===== src/rtl/mcpid_pkg.sv =====
package mcpid_pkg;

	// Q16.16 saturation bounds.
	localparam logic signed [31:0] Q_MAX = 32'sh7FFF_FFFF;
	localparam logic signed [31:0] Q_MIN = 32'sh8000_0000;

	// Register reset values, unsigned Q16.16.
	localparam logic [31:0] GEAR_RATIO_RESET    = 32'd65536;
	localparam logic [31:0] POSITION_GAIN_RESET = 32'd3276800;
	localparam logic [31:0] VELOCITY_GAIN_RESET = 32'd1638;
	localparam logic [31:0] INTEGRAL_GAIN_RESET = 32'd3277;

	// Torque division: a 32-bit magnitude shifted up by 16 gives a 48-bit dividend.
	localparam int DIV_WIDTH = 48;
	localparam int DIV_CNT_W = 6;

	// Command codes.
	localparam logic CMD_SETPOINT = 1'b0;
	localparam logic CMD_TICK     = 1'b1;

	// Positions of the invalid marks.
	localparam int MARK_POSITION = 0;
	localparam int MARK_VELOCITY = 1;
	localparam int MARK_TORQUE   = 2;

	typedef enum logic [1:0] {
		MODE_KEEP     = 2'd0,
		MODE_TORQUE   = 2'd1,
		MODE_VELOCITY = 2'd2,
		MODE_POSITION = 2'd3
	} mode_t;

	typedef enum logic [1:0] {
		REG_GEAR_RATIO    = 2'd0,
		REG_POSITION_GAIN = 2'd1,
		REG_VELOCITY_GAIN = 2'd2,
		REG_INTEGRAL_GAIN = 2'd3
	} cfg_reg_t;

	typedef enum logic [3:0] {
		S_IDLE,
		S_SP_MP,
		S_SP_MV,
		S_SP_WV,
		S_DIV,
		S_DIV_END,
		S_T_VE,
		S_T_PE,
		S_V_MUL,
		S_V_ADD,
		S_P_MI,
		S_P_MP,
		S_P_MD,
		S_P_AD,
		S_P_AI,
		S_RES
	} state_t;

	typedef struct packed {
		logic               command;
		logic [1:0]         mode_request;
		logic signed [31:0] position_setpoint;
		logic signed [31:0] velocity_setpoint;
		logic signed [31:0] torque_setpoint;
		logic [2:0]         setpoint_bad;
		logic signed [31:0] position_estimate;
		logic signed [31:0] velocity_estimate;
		logic signed [31:0] present_drive;
	} cmd_item_t;

	typedef struct packed {
		logic signed [31:0] drive_value;
		logic               drive_updated;
	} drive_item_t;

endpackage


===== src/rtl/multimode_motor_pid_controller_top.sv =====
// Multimode motor controller (torque, velocity, position PID) in signed Q16.16.
// A setpoint item keeps the input stalled through two gear-ratio products on the
// shared multiplier and a 48-step restoring divider for the torque setpoint; it gives
// no result. A tick item goes straight to its result in torque mode or with a needed
// setpoint marked invalid; in velocity and position mode the sequencer steps it through
// the single shared multiplier and saturating adder. The input stays stalled until the
// result has entered the output register, which may wait for that register to free up.
// Each tick gives one result. The block takes no item while one is in work; a finished
// result waits in an output register so the next item can enter. Configuration writes
// are always ready and take effect at once; a write of zero to the gear ratio is ignored.
module multimode_motor_pid_controller_top (
	input  logic                     clk,
	input  logic                     arst_n,
	input  logic                     cmd_valid,
	output logic                     cmd_stall,
	input  mcpid_pkg::cmd_item_t     cmd_item,
	output logic                     drive_valid,
	input  logic                     drive_stall,
	output mcpid_pkg::drive_item_t   drive_item,
	input  logic                     cfg_valid,
	output logic                     cfg_ready,
	input  mcpid_pkg::cfg_reg_t      cfg_index,
	input  logic [31:0]              cfg_data
);
	import mcpid_pkg::*;

	state_t state_q, state_d;

	// Configuration registers.
	logic [31:0] gear_q, kp_q, kd_q, ki_q;

	// Controller state.
	mode_t              mode_q;
	logic signed [31:0] gp_q, gv_q, gt_q, integ_q;
	logic [2:0]         marks_q;

	// Working registers.
	cmd_item_t          item_q;
	logic signed [31:0] perr_q, verr_q, acc_q;
	logic               upd_q;
	logic signed [63:0] prod_q;
	logic [31:0]        rem_q;
	logic [DIV_WIDTH-1:0] dvd_q;
	logic [DIV_CNT_W-1:0] cnt_q;
	logic               neg_q;

	// Output register.
	logic        out_valid_q;
	drive_item_t out_q;

	logic               accept;
	logic               out_free;
	logic [2:0]         need;
	logic               blocked;
	logic signed [31:0] mul_a;
	logic [31:0]        mul_g;
	logic signed [63:0] mul_full;
	logic signed [31:0] prod_sat;
	logic signed [31:0] add_a, add_b;
	logic               add_sub;
	logic signed [32:0] sum_full;
	logic signed [31:0] sum_sat;
	logic [32:0]        trial;
	logic [32:0]        trial_diff;
	logic               trial_ge;
	logic [31:0]        torque_mag;
	logic signed [31:0] div_sat;

	assign cfg_ready   = 1'b1;
	assign cmd_stall   = (state_q != S_IDLE);
	assign accept      = cmd_valid && !cmd_stall;
	assign out_free    = !out_valid_q || !drive_stall;
	assign drive_valid = out_valid_q;
	assign drive_item  = out_q;

	// Marks that the active mode needs to be clear.
	always_comb begin
		unique case (mode_q)
			MODE_POSITION: need = 3'b111;
			MODE_VELOCITY: need = 3'b110;
			default:       need = 3'b100;
		endcase
	end
	assign blocked = |(marks_q & need);

	// Shared multiplier operand selection.
	always_comb begin
		mul_a = '0;
		mul_g = '0;
		unique case (state_q)
			S_SP_MP: begin
				mul_a = item_q.position_setpoint;
				mul_g = gear_q;
			end
			S_SP_MV: begin
				mul_a = item_q.velocity_setpoint;
				mul_g = gear_q;
			end
			S_V_MUL: begin
				mul_a = verr_q;
				mul_g = kp_q;
			end
			S_P_MI: begin
				mul_a = perr_q;
				mul_g = ki_q;
			end
			S_P_MP: begin
				mul_a = perr_q;
				mul_g = kp_q;
			end
			S_P_MD: begin
				mul_a = verr_q;
				mul_g = kd_q;
			end
			default: begin
				mul_a = '0;
				mul_g = '0;
			end
		endcase
	end

	// Signed times unsigned; the product always fits in 64 bits.
	assign mul_full = mul_a * $signed({1'b0, mul_g});

	// Floor shift by 16 is a bit-select of the product, then saturate to 32 bits.
	always_comb begin
		if ((prod_q[63:47] == '0) || (prod_q[63:47] == '1)) begin
			prod_sat = prod_q[47:16];
		end else begin
			prod_sat = prod_q[63] ? Q_MIN : Q_MAX;
		end
	end

	// Shared saturating adder operand selection.
	always_comb begin
		add_a   = '0;
		add_b   = '0;
		add_sub = 1'b0;
		unique case (state_q)
			S_T_VE: begin
				add_a   = gv_q;
				add_b   = item_q.velocity_estimate;
				add_sub = 1'b1;
			end
			S_T_PE: begin
				add_a   = gp_q;
				add_b   = item_q.position_estimate;
				add_sub = 1'b1;
			end
			S_V_ADD, S_P_MD: begin
				add_a = gt_q;
				add_b = prod_sat;
			end
			S_P_MP: begin
				add_a = integ_q;
				add_b = prod_sat;
			end
			S_P_AD: begin
				add_a = acc_q;
				add_b = prod_sat;
			end
			S_P_AI: begin
				add_a = acc_q;
				add_b = integ_q;
			end
			default: begin
				add_a   = '0;
				add_b   = '0;
				add_sub = 1'b0;
			end
		endcase
	end

	assign sum_full = add_sub ? ({add_a[31], add_a} - {add_b[31], add_b})
	                          : ({add_a[31], add_a} + {add_b[31], add_b});

	always_comb begin
		if (sum_full[32] != sum_full[31]) begin
			sum_sat = sum_full[32] ? Q_MIN : Q_MAX;
		end else begin
			sum_sat = sum_full[31:0];
		end
	end

	// One restoring division step: shift in a dividend bit, subtract if it fits.
	assign trial      = {rem_q, dvd_q[DIV_WIDTH-1]};
	assign trial_ge   = (trial >= {1'b0, gear_q});
	assign trial_diff = trial - {1'b0, gear_q};

	assign torque_mag = item_q.torque_setpoint[31] ? (~item_q.torque_setpoint + 32'd1)
	                                               : item_q.torque_setpoint;

	// Signed, saturated quotient once the division is done.
	always_comb begin
		if (neg_q) begin
			if (dvd_q > DIV_WIDTH'(64'd2147483648)) begin
				div_sat = Q_MIN;
			end else begin
				div_sat = ~dvd_q[31:0] + 32'd1;
			end
		end else begin
			if (dvd_q > DIV_WIDTH'(64'd2147483647)) begin
				div_sat = Q_MAX;
			end else begin
				div_sat = dvd_q[31:0];
			end
		end
	end

	// Next state.
	always_comb begin
		state_d = state_q;
		unique case (state_q)
			S_IDLE: begin
				if (accept) begin
					if (cmd_item.command == CMD_SETPOINT) begin
						state_d = S_SP_MP;
					end else if (blocked || (mode_q != MODE_VELOCITY && mode_q != MODE_POSITION)) begin
						state_d = S_RES;
					end else begin
						state_d = S_T_VE;
					end
				end
			end
			S_SP_MP:   state_d = S_SP_MV;
			S_SP_MV:   state_d = S_SP_WV;
			S_SP_WV:   state_d = S_DIV;
			S_DIV:     state_d = (cnt_q == '0) ? S_DIV_END : S_DIV;
			S_DIV_END: state_d = S_IDLE;
			S_T_VE:    state_d = (mode_q == MODE_POSITION) ? S_T_PE : S_V_MUL;
			S_T_PE:    state_d = S_P_MI;
			S_V_MUL:   state_d = S_V_ADD;
			S_V_ADD:   state_d = S_RES;
			S_P_MI:    state_d = S_P_MP;
			S_P_MP:    state_d = S_P_MD;
			S_P_MD:    state_d = S_P_AD;
			S_P_AD:    state_d = S_P_AI;
			S_P_AI:    state_d = S_RES;
			S_RES:     state_d = out_free ? S_IDLE : S_RES;
			default:   state_d = S_IDLE;
		endcase
	end

	always_ff @(posedge clk or negedge arst_n) begin
		if (!arst_n) begin
			state_q <= S_IDLE;
		end else begin
			state_q <= state_d;
		end
	end

	// Configuration registers; a zero gear ratio is ignored.
	always_ff @(posedge clk or negedge arst_n) begin
		if (!arst_n) begin
			gear_q <= GEAR_RATIO_RESET;
			kp_q   <= POSITION_GAIN_RESET;
			kd_q   <= VELOCITY_GAIN_RESET;
			ki_q   <= INTEGRAL_GAIN_RESET;
		end else if (cfg_valid && cfg_ready) begin
			unique case (cfg_index)
				REG_GEAR_RATIO: begin
					if (cfg_data != '0) begin
						gear_q <= cfg_data;
					end
				end
				REG_POSITION_GAIN: kp_q <= cfg_data;
				REG_VELOCITY_GAIN: kd_q <= cfg_data;
				REG_INTEGRAL_GAIN: ki_q <= cfg_data;
				default: ;
			endcase
		end
	end

	// Controller state: targets, marks, mode and the integral.
	always_ff @(posedge clk or negedge arst_n) begin
		if (!arst_n) begin
			mode_q  <= MODE_TORQUE;
			gp_q    <= '0;
			gv_q    <= '0;
			gt_q    <= '0;
			integ_q <= '0;
			marks_q <= '0;
		end else begin
			unique case (state_q)
				S_SP_MV: gp_q <= prod_sat;
				S_SP_WV: gv_q <= prod_sat;
				S_DIV_END: begin
					gt_q    <= div_sat;
					marks_q <= item_q.setpoint_bad;
					if (mode_t'(item_q.mode_request) != MODE_KEEP) begin
						mode_q <= mode_t'(item_q.mode_request);
					end
				end
				S_P_MP: integ_q <= sum_sat;
				default: ;
			endcase
		end
	end

	// Working registers of the sequencer and the divider.
	always_ff @(posedge clk) begin
		prod_q <= mul_full;
		unique case (state_q)
			S_IDLE: begin
				if (accept) begin
					item_q <= cmd_item;
					if (blocked) begin
						acc_q <= cmd_item.present_drive;
						upd_q <= 1'b0;
					end else begin
						acc_q <= gt_q;
						upd_q <= 1'b1;
					end
				end
			end
			S_SP_WV: begin
				neg_q <= item_q.torque_setpoint[31];
				dvd_q <= {torque_mag, 16'd0};
				rem_q <= '0;
				cnt_q <= DIV_CNT_W'(DIV_WIDTH - 1);
			end
			S_DIV: begin
				rem_q <= trial_ge ? trial_diff[31:0] : trial[31:0];
				dvd_q <= {dvd_q[DIV_WIDTH-2:0], trial_ge};
				cnt_q <= cnt_q - 1'b1;
			end
			S_T_VE: verr_q <= sum_sat;
			S_T_PE: perr_q <= sum_sat;
			S_V_ADD, S_P_MD, S_P_AD, S_P_AI: begin
				acc_q <= sum_sat;
				upd_q <= 1'b1;
			end
			default: ;
		endcase
	end

	// Output register: loads the finished result, clears when taken.
	always_ff @(posedge clk or negedge arst_n) begin
		if (!arst_n) begin
			out_valid_q <= 1'b0;
		end else if (state_q == S_RES && out_free) begin
			out_valid_q <= 1'b1;
		end else if (!drive_stall) begin
			out_valid_q <= 1'b0;
		end
	end

	always_ff @(posedge clk) begin
		if (state_q == S_RES && out_free) begin
			out_q.drive_value   <= acc_q;
			out_q.drive_updated <= upd_q;
		end
	end

endmodule

===== config.mk =====
export PLATFORM = sky130hd
export DESIGN_NAME = multimode_motor_pid_controller_top
export DESIGN_NICKNAME = d
export VERILOG_FILES = /design/src/rtl/mcpid_pkg.sv /design/src/rtl/multimode_motor_pid_controller_top.sv
export SDC_FILE = /design/constraint.sdc
export NUM_CORES = 2
export LEC_CHECK = 0
export CAP_MARGIN = 20
export CORE_MARGIN = 5
export CORE_UTILIZATION = 35
export CTS_BUF_LIST = sky130_fd_sc_hd__clkbuf_4 sky130_fd_sc_hd__clkbuf_8 sky130_fd_sc_hd__clkbuf_16
export CTS_CLUSTER_DIAMETER = 30
export DETAILED_ROUTE_END_ITERATION = 10
export DONT_BUFFER_PORTS = 1
export PLACE_DENSITY = 0.6
export SLEW_MARGIN = 0
export SYNTH_ARGS = -nofsm -noshare
export SYNTH_HDL_FRONTEND = slang
export SYNTH_SLANG_ARGS = --single-unit

===== constraint.sdc =====
create_clock -name clk -period 26.2 [get_ports clk]
set_clock_uncertainty 0.2 [all_clocks]
set_input_delay 7.86 -clock clk [delete_from_list [all_inputs] [get_ports clk]]
set_output_delay 7.86 -clock clk [all_outputs]
set_load 0.1 [all_outputs]

Yosys cells after proc, flatten, opt, wreduce, memory -nomap -nowiden
Cells that the tools add are included.
{"block": "totals", "output_inout_bits": 36, "register_bits": 712, "elab_cells": 139}
{"block": "classes", "reduce_logical": 36, "add_sub_neg": 6, "eq_ne": 26, "n_lt_le_gt_ge": 3, "multipliers": 1, "n_bitwise": 3, "n_mux": 34}
{"cell": "one-hot mux 32 bit (4 select lines)", "n": 3}
{"cell": "2-to-1 mux 32 bit", "n": 11}
{"cell": "one-hot mux 32 bit (5 select lines)", "n": 1}
{"cell": "one-hot mux 32 bit (2 select lines)", "n": 2}
{"cell": "one-hot mux 48 bit (2 select lines)", "n": 1}
{"cell": "adder 32 x 1 -> 32 bit, second input constant", "n": 2}
{"cell": "multiplier 32 x 33 -> 64 bit", "n": 1}
{"cell": "NOT 32 bit", "n": 2}
{"cell": "one-hot mux 4 bit (15 select lines)", "n": 1}
{"cell": "greater-than comparator 48 x 31 -> 1 bit, second input constant", "n": 1}
{"cell": "greater-than comparator 48 x 32 -> 1 bit, second input constant", "n": 1}
{"cell": "adder 32 x 32 -> 33 bit", "n": 1}
{"cell": ">= comparator 33 x 32 -> 1 bit", "n": 1}
{"cell": "2-to-1 mux 33 bit", "n": 1}
{"cell": "subtractor 32 x 32 -> 33 bit", "n": 1}
{"cell": "== test 4 bit, second input constant", "n": 8}
{"cell": "nonzero test 32 bit", "n": 1}
{"cell": "subtractor 32 bit", "n": 1}
{"cell": "2-to-1 mux 4 bit", "n": 5}
{"cell": "== test 17 bit, second input constant", "n": 1}
{"cell": "zero test 17 bit", "n": 1}
{"cell": "== test 4 x 3 -> 1 bit, second input constant", "n": 4}
{"cell": "OR reduction 2 bit", "n": 8}
{"cell": "one-hot mux 6 bit (2 select lines)", "n": 1}
{"cell": "other kinds (24)", "n": 49}

Depth between registers and ports, before layout
{"block": "depth", "depth_word": 9, "ltp_mapped": 40, "mapped_depth_nobuf": 34}

Worst setup path before layout
Ideal clock, no wire load.
{"block": "synth_timing", "path_kind": "input-to-reg", "startpoint": "input cmd_valid", "endpoint": "register item_q[100] (netlist bit), enable pin", "t_required_ns": 25.454, "slack_ns": 13.782, "path_stages": 1, "n_path_buf": 0, "arrival_time_ns": 11.672, "path_cell_list": "and3_1"}
{"block": "synth_via", "elab_chain_len": 2}
{"element": "start: declaration", "line": "multimode_motor_pid_controller_top.sv:14", "text": "input logic cmd_valid,"}
{"element": "logical AND 1 bit", "line": "multimode_motor_pid_controller_top.sv:71", "text": "assign accept = cmd_valid && !cmd_stall;"}
{"element": "AND reduction 2 bit (no line)"}
{"element": "end signal: assignment", "line": "multimode_motor_pid_controller_top.sv:306", "text": "item_q <= cmd_item;"}
{"element": "end: declaration", "line": "multimode_motor_pid_controller_top.sv:38", "text": "cmd_item_t item_q;"}
Every way passes these cells.
A chain may end at the register's enable or synchronous reset.

Final worst setup path
{"block": "layout_timing", "startpoint": "register state_q[2]", "endpoint": "register prod_q[63]"}
{"block": "layout_via", "elab_chain_len": 4, "word_cells_on_any_way": 13, "classes_between": "mul: 1; eq/ne: 6; mux: 2; reduce/logical: 4"}
{"element": "start: declaration", "line": "multimode_motor_pid_controller_top.sv:27", "text": "state_t state_q, state_d;"}
{"element": "start signal: assignment", "line": "multimode_motor_pid_controller_top.sv:248", "text": "state_q <= state_d;"}
{"element": "== test 4 bit (tied with other cells)", "line": "multimode_motor_pid_controller_top.sv:90", "text": "unique case (state_q)"}
{"element": "OR reduction 2 bit (no line)"}
{"element": "one-hot mux 32 bit (4 select lines)", "line": "multimode_motor_pid_controller_top.sv:90"}
{"element": "multiplier 32 x 33 -> 64 bit *", "line": "multimode_motor_pid_controller_top.sv:123", "text": "assign mul_full = mul_a * $signed({1'b0, mul_g});"}
{"element": "net mul_full[63]", "line": "multimode_motor_pid_controller_top.sv:57", "text": "logic signed [63:0] mul_full;"}
{"element": "end signal: assignment", "line": "multimode_motor_pid_controller_top.sv:302", "text": "prod_q <= mul_full;"}
{"element": "end: declaration", "line": "multimode_motor_pid_controller_top.sv:41", "text": "logic signed [63:0] prod_q;"}
Mark *: on every way through the listed nets, which the timed path passes. The rest lies on a longest branch.

==> run metrics <==
routed wire length per instance=roughly 26 um; worst path arrival time=approximately 12 ns; number of global-route vias before repair=52,700; run status=finished, final reports clean; number of flip-flops and latches in the synthesized netlist=~700; overall global routing resource usage=0.237; ports placed on the boundary=273; post-route fraction of the period consumed by the critical path=0.445; Worst Path Max Fanout=between 50 and 60; maximum clock frequency=85.7 MHz; global-route wire length before repair=about 350,000 um; syn_area_per_cell=just under 10 um2; final-report setup violation count=0; Slowest Stage Delay on Critical Path=0.90 ns; vias=approximately 51,000; Synth area leader=fa_1; number of levels in the clock H-tree=3; gp weighted congestion=0.966; cell at the root of the clock tree=clkbuf_16; number of hold buffers added after cts=0; horizontal die dimension=444 um; post-synth net total=about 8,200; detailed router's first-iteration violation count=roughly 5,300; max-cap violations=0; type of origin of the critical path=flip-flop; buffers inserted by post-CTS timing repair=0; fraction of layout cells with a size suffix above 1=0.0979; Vert. Die Dim=444 um; sum of net half-perimeters after detailed placement=~180,000 um; final-stage net count=about 8,100; ranking of synthesized cells by instance count=inv_1 (977), fa_1 (898), nand2_1 (882); remaining routing DRC violations=0; ANT nets after route=0; Worst Tran Pin Value=~1.4 ns; buffer and inverter count on the worst path=5; distinct cell type count of the synthesized netlist=90; Syn Std Cell Area=0.0659 mm2; clock slew at reported path FFs=0.06 ns; largest net degree at the start of global routing=~270; class of the tightest hold or removal check=reg2reg; Final Routed Wirelength=between 200,000 and 250,000 um; final setup TNS=0 ns; GRT Residual Overflow=0; cells resized by post-CTS repair=0; Slowest cell on crit path=a221o_1; most frequent cell after synthesis=inv_1; total core area=~0.19 mm2; initial antenna violation count=10; asr flop ratio synth=0.382; number of synthesized flops with an enable pin=around 380; Sinks on Clock Net=about 700; kind of critical path=reg2reg; Placement Rows=about 160; number of instances in the synthesized netlist=6,729; worst hold-check slack=approximately 0.22 ns; required arrival time at the worst endpoint=approximately 27 ns; portion of the post-synthesis area used by sequential elements=0.290; TritonCTS clock tree=yes; Vias/cell=about 5.5; Filler Cell Count=about 18,000; Die Outline Area=0.197 mm2; signed area change from the synthesized netlist to the final layout=11.8%; worst slack at placement=roughly 15 ns; clock latency on the worst-skew pair=between 0.7 and 0.8 ns; count of yosys warnings during synthesis=0; number of iterations in the first detailed-routing pass=9; IO buf count=0; worst slew slack as a fraction of its limit=0.0722; post-route minimum period=around 12 ns; CTS Buf Count=120; dominant synthesized flop cell=edfxtp_1; kind of cell with the highest combined delay on the critical path=adder cells; most area-consuming cells after synthesis=fa_1 (27%), edfxtp_1 (17%), dfrtp_1 (9.4%); element type at the critical path end=flip-flop; starting density of the core=0.351; unrepaired setup endpoints after global routing=no; cell seen most often among critical-path stages=fa_1; Max Slew Vio Count=0; Hold Violations, Final=0; deepest clock path buffer count=3; top cell type's share of synthesized area=0.273; crit path setup slack, layout=between 10 and 15 ns
[area by class of cell]
cell class,count,area (um2),area share
antenna,12,30.0,0.000408
clock buffer,139,3270,0.0444
clock inverter,91,1050,0.0142
inverter,980,3680,0.0500
multi-input combinational,4686,42200,0.573
sequential,696,19100,0.259
tap,2495,3120,0.0424
timing repair buffer,149,1170,0.0159
[per-stage QoR]
step / instance area (um2) / util / std cells
floorplan: 65900 / - / 6729
global placement: 69200 / 0.369 / 8997
detailed placement: 69200 / 0.369 / 9001
CTS: 73500 / 0.392 / 9231
global route: 73700 / 0.393 / 9246
finish: 73700 / 0.393 / 9248
[routing by layer]
metal / global-route usage / vias up / routed length [um]
met1: 0.295 / 26100 / 88500
met4: 0.147 / 6 / 17700
met5: 0.000488 / - / 42
li1: - / 21900 / -
met3: 0.0521 / 647 / 22400
met2: 0.377 / 2630 / 109000
[state kept, by name, indices dropped and copies added, names as in the netlist, 33 cells and up]
name,count
drive_item,33
item_q,165
prod_q,48
dvd_q,48
[worst reg2reg max path, delay by kind of cell (launching register included)]
kind	cells	cell delay [ns]
fa+ha+maj	9	4.59
compound gates	12	3.77
simple gates	3	1.05
buf+inv	5	1.05
flops	1	0.74
xor+xnor	1	0.14
[logic make-up (layout without fill, tap and decap cells)]
group | count (synthesis) | count (layout) | synth area share
buf+inv | 1347 | 1359 | 0.0776
other cells | 1 | 13 | 0.0000569
xor+xnor | 175 | 175 | 0.0234
compound gates | 982 | 982 | 0.103
flops | 696 | 696 | 0.290
fa+ha+maj | 1268 | 1268 | 0.343
simple gates | 2082 | 2082 | 0.133
mux | 178 | 178 | 0.0296
[final timing paths]
path                       depth (start not counted)                    from                        to  slack (ns)
hold reg to reg                                    0     acc_q[17]$_DFFE_PP_  drive_item[18]$_DFFE_PP_        0.22
hold / removal                                     0     acc_q[17]$_DFFE_PP_  drive_item[18]$_DFFE_PP_        0.22
min in group asynchronous                          0                  arst_n      kd_q[31]$_DFFE_PN0P_        6.61
setup reg to reg                                  30  state_q[2]$_DFFE_PN0P_        prod_q[63]$_DFF_P_       14.54
setup / recovery                                  30  state_q[2]$_DFFE_PN0P_        prod_q[63]$_DFF_P_       14.54
max in group asynchronous                          0                  arst_n      gp_q[25]$_DFFE_PN0N_       18.70
[layout by cell type, fill, tap and decap left out, types with 18 or more instances in the layout]
cell type	count
clkbuf_16	125
o31ai_1	37
edfxtp_1	382
inv_6	20
inv_1	977
nor2b_1	26
a222oi_1	24
or3_1	22
dfrtp_1	246
o21ai_1	27
xnor2_1	92
dfxtp_1	48
nor4_1	24
buf_4	144
mux2i_1	44
o21ai_0	168
o21a_1	20
ha_1	354
a31oi_1	38
o211ai_1	22
nand3_1	66
a22oi_1	67
a21oi_1	204
dfstp_2	18
a211oi_1	30
a221oi_2	44
nand2_1	880
xor2_1	82
nor2_1	832
a22o_1	58
a221o_1	59
mux2_2	134
clkinvlp_4	18
nand4_1	38
and3_1	28
fa_1	898
nor3_1	31
a21o_1	58
Power is left out: the tool's default activity adds up to more than one toggle a clock period on the data nets, which glitch-free logic cannot reach.
